$ cat config.mk
export PLATFORM = sky130hd
export DESIGN_NAME = escape_sequence_decoder
export DESIGN_NICKNAME = d
export VERILOG_FILES = /design/src/hdl/esd_pkg.sv /design/src/hdl/esd_front.sv /design/src/hdl/esd_queue.sv /design/src/hdl/esd_back.sv /design/src/hdl/escape_sequence_decoder.sv
export SDC_FILE = /design/constraint.sdc
export NUM_CORES = 1
export LEC_CHECK = 0
export BUFFER_PORTS_ARGS = -buffer_cell sky130_fd_sc_hd__buf_2
export CORE_ASPECT_RATIO = 1.5
export CORE_MARGIN = 5
export CORE_UTILIZATION = 40
export CTS_CLUSTER_SIZE = 8
export DETAILED_ROUTE_END_ITERATION = 6
export SLEW_MARGIN = 0
export SYNTH_ARGS = -nofsm -noshare
export SYNTH_HDL_FRONTEND = slang
export SYNTH_SLANG_ARGS = --single-unit
$ cat constraint.sdc
create_clock -name aclk -period 8.72 [get_ports aclk]
set_input_delay 0 -clock aclk [delete_from_list [all_inputs] [get_ports aclk]]
set_output_delay 0 -clock aclk [all_outputs]
set_load 0.1 [all_outputs]
$ cat src/hdl/esd_pkg.sv
// Shared types, character constants and decode helpers for the escape sequence decoder.
package esd_pkg;

    // Default number of decoded-command slots between the front and back parts.
    localparam int ESD_QUEUE_DEPTH = 4;

    // Source characters with a special meaning.
    localparam logic [7:0] CHAR_BACKSLASH = 8'h5C;
    localparam logic [7:0] CHAR_NEWLINE   = 8'h0A;
    localparam logic [7:0] CHAR_SPACE     = 8'h20;
    localparam logic [7:0] CHAR_TAB       = 8'h09;
    localparam logic [7:0] CHAR_FORMFEED  = 8'h0C;
    localparam logic [7:0] CHAR_RETURN    = 8'h0D;
    localparam logic [7:0] BACKSPACE_CODE = 8'h08;
    localparam logic [7:0] ESC_CODE       = 8'h1B;
    localparam logic [7:0] WILDCARD_BIT   = 8'h80;

    // An octal escape holds at most three digits.
    localparam logic [1:0] MAX_OCTAL_DIGITS = 2'd3;

    // Decoder mode.
    typedef enum logic [1:0] {
        MODE_NORMAL   = 2'd0,
        MODE_ESCAPE   = 2'd1,
        MODE_OCTAL    = 2'd2,
        MODE_CONTINUE = 2'd3
    } esd_mode_t;

    // One input transaction.
    typedef struct packed {
        logic [7:0] data_byte;
        logic       end_of_input;
    } esd_in_t;

    // One result transaction.
    typedef struct packed {
        logic [8:0] char_value;
        logic       escaped;
        logic [1:0] line_advance;
        logic       is_eof;
        logic       last;
    } esd_out_t;

    // Work handed from the front to the back: one or two results.
    typedef struct packed {
        logic     two_results;
        esd_out_t first;
        esd_out_t second;
    } esd_cmd_t;

    // Queue status seen by both sides.
    typedef struct packed {
        logic full;
        logic empty;
    } esd_qstat_t;

    // True for the ASCII digits 0 through 7.
    function automatic logic is_octal_digit(input logic [7:0] b);
        return b[7:3] == 5'b00110;
    endfunction

    // Character produced by a backslash followed by a byte that is neither
    // a newline nor an octal digit.
    function automatic logic [8:0] escape_map(input logic [7:0] b);
        logic [7:0] ch;
        ch = b;
        case (b)
            8'h66:             ch = CHAR_FORMFEED;   // f
            8'h72:             ch = CHAR_RETURN;     // r
            8'h74:             ch = CHAR_TAB;        // t
            8'h6E:             ch = CHAR_NEWLINE;    // n
            8'h62:             ch = BACKSPACE_CODE;  // b
            8'h65:             ch = ESC_CODE;        // e
            8'h3F, 8'h5B, 8'h2A: ch = b | WILDCARD_BIT; // ? [ *
            default:           ch = b;
        endcase
        return {1'b0, ch};
    endfunction

endpackage

$ cat src/hdl/esd_front.sv
// Front part: accepts source bytes, tracks the escape mode and builds decoded commands.
module esd_front
    import esd_pkg::*;
(
    input  logic       aclk,
    input  logic       aresetn,
    input  logic       s_valid,
    output logic       s_ready,
    input  esd_in_t    s_data,
    input  esd_qstat_t q_stat,
    output logic       push,
    output esd_cmd_t   push_cmd
);

    esd_mode_t  mode_reg, mode_next;
    logic [8:0] acc_reg, acc_next;
    logic [1:0] cnt_reg, cnt_next;

    logic       accept;
    logic [7:0] b;
    logic       eof;
    logic       octal;
    logic [1:0] n_results;
    esd_out_t   res0, res1;

    // A new transaction is taken whenever the queue has room.
    assign s_ready = !q_stat.full;
    assign accept  = s_valid && s_ready;
    assign b       = s_data.data_byte;
    assign eof     = s_data.end_of_input;
    assign octal   = is_octal_digit(b);

    // Next-state logic for the mode, the octal value and the digit count.
    always_comb begin
        mode_next = mode_reg;
        acc_next  = acc_reg;
        cnt_next  = cnt_reg;
        if (eof) begin
            mode_next = MODE_NORMAL;
            acc_next  = '0;
            cnt_next  = '0;
        end else begin
            case (mode_reg)
                MODE_NORMAL: begin
                    if (b == CHAR_BACKSLASH) begin
                        mode_next = MODE_ESCAPE;
                    end
                end
                MODE_ESCAPE: begin
                    mode_next = MODE_NORMAL;
                    if (b == CHAR_NEWLINE) begin
                        mode_next = MODE_CONTINUE;
                    end else if (octal) begin
                        mode_next = MODE_OCTAL;
                        acc_next  = {6'b0, b[2:0]};
                        cnt_next  = 2'd1;
                    end
                end
                MODE_OCTAL: begin
                    if (cnt_reg < MAX_OCTAL_DIGITS && octal) begin
                        acc_next = {acc_reg[5:0], b[2:0]};
                        cnt_next = cnt_reg + 2'd1;
                    end else begin
                        // The terminating byte is decoded as if fresh.
                        mode_next = (b == CHAR_BACKSLASH) ? MODE_ESCAPE : MODE_NORMAL;
                        acc_next  = '0;
                        cnt_next  = '0;
                    end
                end
                MODE_CONTINUE: begin
                    if (b != CHAR_SPACE && b != CHAR_TAB) begin
                        mode_next = MODE_NORMAL;
                    end
                end
                default: mode_next = MODE_NORMAL;
            endcase
        end
    end

    // Output logic: the results that this byte produces.
    always_comb begin
        n_results = 2'd0;
        res0      = '0;
        res1      = '0;
        if (eof) begin
            // A consumed escaped newline still counts as one line.
            res0.is_eof       = 1'b1;
            res0.line_advance = (mode_reg == MODE_CONTINUE) ? 2'd1 : 2'd0;
            n_results         = 2'd1;
        end else begin
            case (mode_reg)
                MODE_NORMAL: begin
                    if (b != CHAR_BACKSLASH) begin
                        res0.char_value = {1'b0, b};
                        n_results       = 2'd1;
                    end
                end
                MODE_ESCAPE: begin
                    if (b != CHAR_NEWLINE && !octal) begin
                        res0.char_value = escape_map(b);
                        res0.escaped    = 1'b1;
                        n_results       = 2'd1;
                    end
                end
                MODE_OCTAL: begin
                    if (!(cnt_reg < MAX_OCTAL_DIGITS && octal)) begin
                        res0.char_value = acc_reg;
                        res0.escaped    = 1'b1;
                        n_results       = 2'd1;
                        if (b != CHAR_BACKSLASH) begin
                            res1.char_value = {1'b0, b};
                            n_results       = 2'd2;
                        end
                    end
                end
                MODE_CONTINUE: begin
                    if (b != CHAR_SPACE && b != CHAR_TAB) begin
                        res0.char_value   = {1'b0, b};
                        res0.escaped      = 1'b1;
                        res0.line_advance = (b == CHAR_NEWLINE) ? 2'd2 : 2'd1;
                        n_results         = 2'd1;
                    end
                end
                default: n_results = 2'd0;
            endcase
        end
        // Mark the final result of this transaction.
        if (n_results == 2'd1) begin
            res0.last = 1'b1;
        end
        if (n_results == 2'd2) begin
            res1.last = 1'b1;
        end
    end

    // Only bytes that produce something go into the queue.
    assign push                 = accept && (n_results != 2'd0);
    assign push_cmd.two_results = (n_results == 2'd2);
    assign push_cmd.first       = res0;
    assign push_cmd.second      = res1;

    // Decoder state registers.
    always_ff @(posedge aclk) begin
        if (!aresetn) begin
            mode_reg <= MODE_NORMAL;
            acc_reg  <= '0;
            cnt_reg  <= '0;
        end else if (accept) begin
            mode_reg <= mode_next;
            acc_reg  <= acc_next;
            cnt_reg  <= cnt_next;
        end
    end

endmodule

$ cat src/hdl/esd_queue.sv
// Command queue that decouples the decoding front from the result back.
module esd_queue
    import esd_pkg::*;
#(
    parameter int DEPTH = ESD_QUEUE_DEPTH
) (
    input  logic       aclk,
    input  logic       aresetn,
    input  logic       push,
    input  esd_cmd_t   push_cmd,
    input  logic       pop,
    output esd_cmd_t   pop_cmd,
    output esd_qstat_t q_stat
);

    localparam int PTR_W = (DEPTH > 1) ? $clog2(DEPTH) : 1;
    localparam int CNT_W = $clog2(DEPTH + 1);

    esd_cmd_t           mem_reg [DEPTH];
    logic [PTR_W-1:0]   wr_ptr_reg, wr_ptr_next;
    logic [PTR_W-1:0]   rd_ptr_reg, rd_ptr_next;
    logic [CNT_W-1:0]   count_reg, count_next;

    assign q_stat.full  = (count_reg == CNT_W'(DEPTH));
    assign q_stat.empty = (count_reg == '0);
    assign pop_cmd      = mem_reg[rd_ptr_reg];

    // Pointer and fill-count updates, with wrap at the queue depth.
    always_comb begin
        wr_ptr_next = wr_ptr_reg;
        rd_ptr_next = rd_ptr_reg;
        count_next  = count_reg;
        if (push) begin
            wr_ptr_next = (wr_ptr_reg == PTR_W'(DEPTH - 1)) ? '0 : wr_ptr_reg + 1'b1;
        end
        if (pop) begin
            rd_ptr_next = (rd_ptr_reg == PTR_W'(DEPTH - 1)) ? '0 : rd_ptr_reg + 1'b1;
        end
        case ({push, pop})
            2'b10:   count_next = count_reg + 1'b1;
            2'b01:   count_next = count_reg - 1'b1;
            default: count_next = count_reg;
        endcase
    end

    // Control registers.
    always_ff @(posedge aclk) begin
        if (!aresetn) begin
            wr_ptr_reg <= '0;
            rd_ptr_reg <= '0;
            count_reg  <= '0;
        end else begin
            wr_ptr_reg <= wr_ptr_next;
            rd_ptr_reg <= rd_ptr_next;
            count_reg  <= count_next;
        end
    end

    // Storage for queued commands.
    always_ff @(posedge aclk) begin
        if (push) begin
            mem_reg[wr_ptr_reg] <= push_cmd;
        end
    end

`ifndef ASSERT_OFF
    // The front never writes into a full queue.
    assert property (@(posedge aclk) disable iff (!aresetn) push |-> !q_stat.full)
        else $error("command pushed into a full queue");
    // The back never reads from an empty queue.
    assert property (@(posedge aclk) disable iff (!aresetn) pop |-> !q_stat.empty)
        else $error("command popped from an empty queue");
`endif

endmodule

$ cat src/hdl/esd_back.sv
// Back part: unpacks queued commands into one or two result transactions.
module esd_back
    import esd_pkg::*;
(
    input  logic       aclk,
    input  logic       aresetn,
    input  esd_qstat_t q_stat,
    input  esd_cmd_t   pop_cmd,
    output logic       pop,
    output logic       m_valid,
    input  logic       m_ready,
    output esd_out_t   m_data
);

    logic     m_valid_reg, m_valid_next;
    esd_out_t m_data_reg, m_data_next;
    logic     pend_reg, pend_next;
    esd_out_t second_reg, second_next;
    logic     load;

    // The output register can take a new result when empty or being drained.
    assign load    = !m_valid_reg || m_ready;
    assign pop     = load && !pend_reg && !q_stat.empty;
    assign m_valid = m_valid_reg;
    assign m_data  = m_data_reg;

    // Result selection: a held second result goes before the next command.
    always_comb begin
        m_valid_next = m_valid_reg;
        m_data_next  = m_data_reg;
        pend_next    = pend_reg;
        second_next  = second_reg;
        if (load) begin
            if (pend_reg) begin
                m_valid_next = 1'b1;
                m_data_next  = second_reg;
                pend_next    = 1'b0;
            end else if (!q_stat.empty) begin
                m_valid_next = 1'b1;
                m_data_next  = pop_cmd.first;
                pend_next    = pop_cmd.two_results;
                second_next  = pop_cmd.second;
            end else begin
                m_valid_next = 1'b0;
            end
        end
    end

    // Control registers.
    always_ff @(posedge aclk) begin
        if (!aresetn) begin
            m_valid_reg <= 1'b0;
            pend_reg    <= 1'b0;
        end else begin
            m_valid_reg <= m_valid_next;
            pend_reg    <= pend_next;
        end
    end

    // Payload registers.
    always_ff @(posedge aclk) begin
        m_data_reg <= m_data_next;
        second_reg <= second_next;
    end

`ifndef ASSERT_OFF
    // A held second result always sits behind a valid first one.
    assert property (@(posedge aclk) disable iff (!aresetn) pend_reg |-> m_valid_reg)
        else $error("second result held without a first result");
    // The first of two results never carries the last mark.
    assert property (@(posedge aclk) disable iff (!aresetn)
        (m_valid_reg && pend_reg) |-> !m_data_reg.last)
        else $error("first of two results marked last");
    // The second result follows directly and closes the transaction.
    assert property (@(posedge aclk) disable iff (!aresetn)
        (m_valid_reg && pend_reg && m_ready) |=> (m_valid_reg && m_data_reg.last))
        else $error("second result missing or not marked last");
`endif

endmodule

$ cat src/hdl/escape_sequence_decoder.sv
// Top level of the backslash escape decoder with octal escapes.
//
// The decoder accepts one source byte per clock while the queue has room and
// delivers one result per clock while m_ready is high. Most bytes give zero
// or one result; a byte that ends an octal escape and is not itself a
// backslash gives two, sent one after the other on the result channel. A
// queue of QUEUE_DEPTH decoded commands sits between the front, which holds
// the escape mode and decodes each byte combinationally, and the back, which
// owns the output register, so input acceptance only stops when that queue
// is full. Each result is held in the queue, then in the output register.
module escape_sequence_decoder
    import esd_pkg::*;
#(
    parameter int QUEUE_DEPTH = ESD_QUEUE_DEPTH
) (
    input  logic     aclk,
    input  logic     aresetn,
    input  logic     s_valid,
    output logic     s_ready,
    input  esd_in_t  s_data,
    output logic     m_valid,
    input  logic     m_ready,
    output esd_out_t m_data
);

    esd_qstat_t q_stat;
    logic       push;
    logic       pop;
    esd_cmd_t   push_cmd;
    esd_cmd_t   pop_cmd;

    // Byte intake and decode.
    esd_front u_front (
        .aclk     (aclk),
        .aresetn  (aresetn),
        .s_valid  (s_valid),
        .s_ready  (s_ready),
        .s_data   (s_data),
        .q_stat   (q_stat),
        .push     (push),
        .push_cmd (push_cmd)
    );

    // Decoupling queue.
    esd_queue #(
        .DEPTH (QUEUE_DEPTH)
    ) u_queue (
        .aclk     (aclk),
        .aresetn  (aresetn),
        .push     (push),
        .push_cmd (push_cmd),
        .pop      (pop),
        .pop_cmd  (pop_cmd),
        .q_stat   (q_stat)
    );

    // Result delivery.
    esd_back u_back (
        .aclk    (aclk),
        .aresetn (aresetn),
        .q_stat  (q_stat),
        .pop_cmd (pop_cmd),
        .pop     (pop),
        .m_valid (m_valid),
        .m_ready (m_ready),
        .m_data  (m_data)
    );

endmodule
==> flow_summary.ini <==
[logic_synthesis]
synth_top_family_by_area = simple AND/OR/NAND/NOR gates
synth_area_leader_cell = edfxtp_1
synth_area_um2 = 6180
yosys_warnings = 0
ys_types = 65
synth_mux_area_frac = 0.108
netlist_top_cells_area = edfxtp_1, mux4_2, dfxtp_1, mux2_2, nand2_1
synth_edf_count = 115
synth-simple-area-share = 0.124
synth_cells = 430
synth_top_area_frac = 0.559
yosysMostFrequentCell = edfxtp_1
yosys-top-cells-count = edfxtp_1, nand2_1, dfxtp_1, mux4_2, nor2_1
synth_xor_area_frac = 0.00425
ys_async_sr_fraction = 0
synth_fp_nets = 451
synth_compound_area_frac = 0.0845
synth-main-ff-cell = edfxtp_1
yosysSeqAreaShare = 0.637
synth_seq_cells = 139
synth.avg_cell_area_um2 = 14.4
synthAdderAreaFrac = 0.0174

[finish]
diodes = 0
syn_to_final_growth_pct = 15.6
fin_cells = 675
nNetsFinal = 484
largest_register_ffs = 92
drive_above_1_share = 0.239
final_core_util = 0.472
stdcell_area_um2 = 7140

[sta]
clock-skew-final_ns = 0.00832
tightest_slew_ns = 1.16
period_minus_slack_ns = 3.27
fin_tns_setup_ns = 0
timing.fmax_mhz = 306
slew_headroom = 0.228
rsz0062_at_grt = false
finalSetupViolations = 0
slew_violations = 0
fin_crit_sh = 0.374
finalHoldViolations = 0

[power_and_ir_drop]
p_seq_frac = 0.397
p_per_area_nw_per_um2 = 326
p_clk_frac = 0.303
p_total_mw = 2.33
switching_share = 0.348
power_leakage_nw = 2.39
peakVddDrop_mv = 0.179
combPwrFrac = 0.300
p_switching_uw = 809
power.internal_mw = 1.52

[detailed_routing]
first_pass_iters = 4
routed_wl_um = 12500
first_iter_violations = 210
vias = 3636
drc = 0
wire_per_inst_um = 18.6
post_drt_via_cell_ratio = 5.39
postRouteAntennaNets = 0

[clocking]
post-cts-setup-buffers = 0
clk_latency_ns = 0.41
clock_sinks = 139
post_cts_resized = 0
htreeDepth = 4
numCtsBuffers = 17
tritoncts = yes
hold_buffers = 4
path_clk_slew_ns = 0.06
clockBufferDepth = 2
cts-root-buf = clkbuf_16

[global_routing]
grt.total_usage = 0.146
gr-usage-met1 = 0.163
grtUsageMet2 = 0.268
gr-total-overflow = 0
grt_pass1_vias = 3715
use_met3 = 0.0313
grt_max_degree = 26
grt_pass1_wl_um = 20200
antenna_found_initial = 0
top_usage_layer = met2

[die]
die_y_um = 162
num_rows = 55
dieArea_um2 = 18100
die_w_um = 111
core_area_um2 = 15100
io_pins = 29
initial_utilization = 0.408

[worst_setup_path]
critPathRequiredTime_ns = 9.06
end_kind = flip-flop
cp_max_fo = 14
arrival_ns = 3.60
critPathKind = in2reg
worst_setup_path_start_kind = primary input

[status]
status = finished, final reports clean

[placed_design]
place_congestion = 0.911
place_inst = 639
place_area_um2 = 6510
portBuffers = 28
hpwl_um = 8790

[min_path]
min_path_type = in2reg

[run]
drv_cap = 0
## cells in the final DEF (no fill, tap or decap), drive strengths merged, types with 9 or more instances in the layout
cell / count
edfxtp: 115
buf: 34
nand2: 27
dfxtp: 24
mux4: 23
nor2: 18
inv: 18
clkbuf: 17
nand3: 15
nor2b: 14
a21boi: 14
and2: 13
a21oi: 12
o21ai: 11
nor3: 11
mux2: 9
## power by group through the flow
stage	combinational, mW	sequential [mW]	clock (mW)
final	0.697	0.924	0.705
after global routing	0.750	0.937	0.753
after CTS	0.711	0.927	0.718
after detailed placement	0.709	0.941	0
after global placement	0.705	0.933	0
after floorplan	0.314	1.19	0
## cell families after synthesis
kind of cell / count (synthesis)
buffers and inverters: 36
muxes: 37
xor gates and xnor gates: 3
adders and majority gates: 8
AOI/OAI and AO/OA: 71
DFF: 139
and+or+nand+nor: 136
## per-layer routing
layer	vias up	wire, um
li1	1732	-
met1	1824	4990
met2	64	6920
met3	16	388
met4	0	225
met5	-	0
## final timing paths
path	cells after the start	start	slack, ns	to
setup / recovery	13	s_data[3]	5.45	u_queue.count_reg[2]$_SDFFE_PN0P_
hold / removal	2	aresetn	0.02	u_back.m_valid$_SDFFE_PN0N_
setup reg to reg	5	u_front.mode_reg[1]$_SDFFE_PN0P_	5.47	u_queue.mem_reg[3][18]$_DFFE_PP_
hold reg to reg	2	u_front.cnt_reg[1]$_SDFFE_PN0P_	0.48	u_front.cnt_reg[1]$_SDFFE_PN0P_
## worst max-delay path, stage by stage
cell,delay (ns)
dlygate4sd3_1,0.53
buf_2,0.21
or4_4,0.58
a211oi_4,0.30
o22ai_2,0.19
o31a_2,0.41
inv_1,0.07
ha_1,0.18
inv_1,0.07
fa_1,0.44
xor2_1,0.16
or3_1,0.29
a21boi_0,0.18
## layout make-up
cell class / instances / area (um^2)
clock buffers: 17 / 425
clock inverters: 15 / 161
fillers: 1342 / 8000
well taps: 199 / 249
inverters: 12 / 45.0
repair buffers: 38 / 225
flip-flops and latches: 139 / 3930
multi-input cells: 255 / 2100
## metrics by stage
stage               setup WS, ns  hold WS (ns)
global placement            5.51         0.321
floorplan                   5.94        0.0989
CTS                         5.41        0.0189
detailed placement          5.42         0.331
finish                      5.45        0.0224
global route                5.22        0.0332
Power figures use the tool's default switching activity.
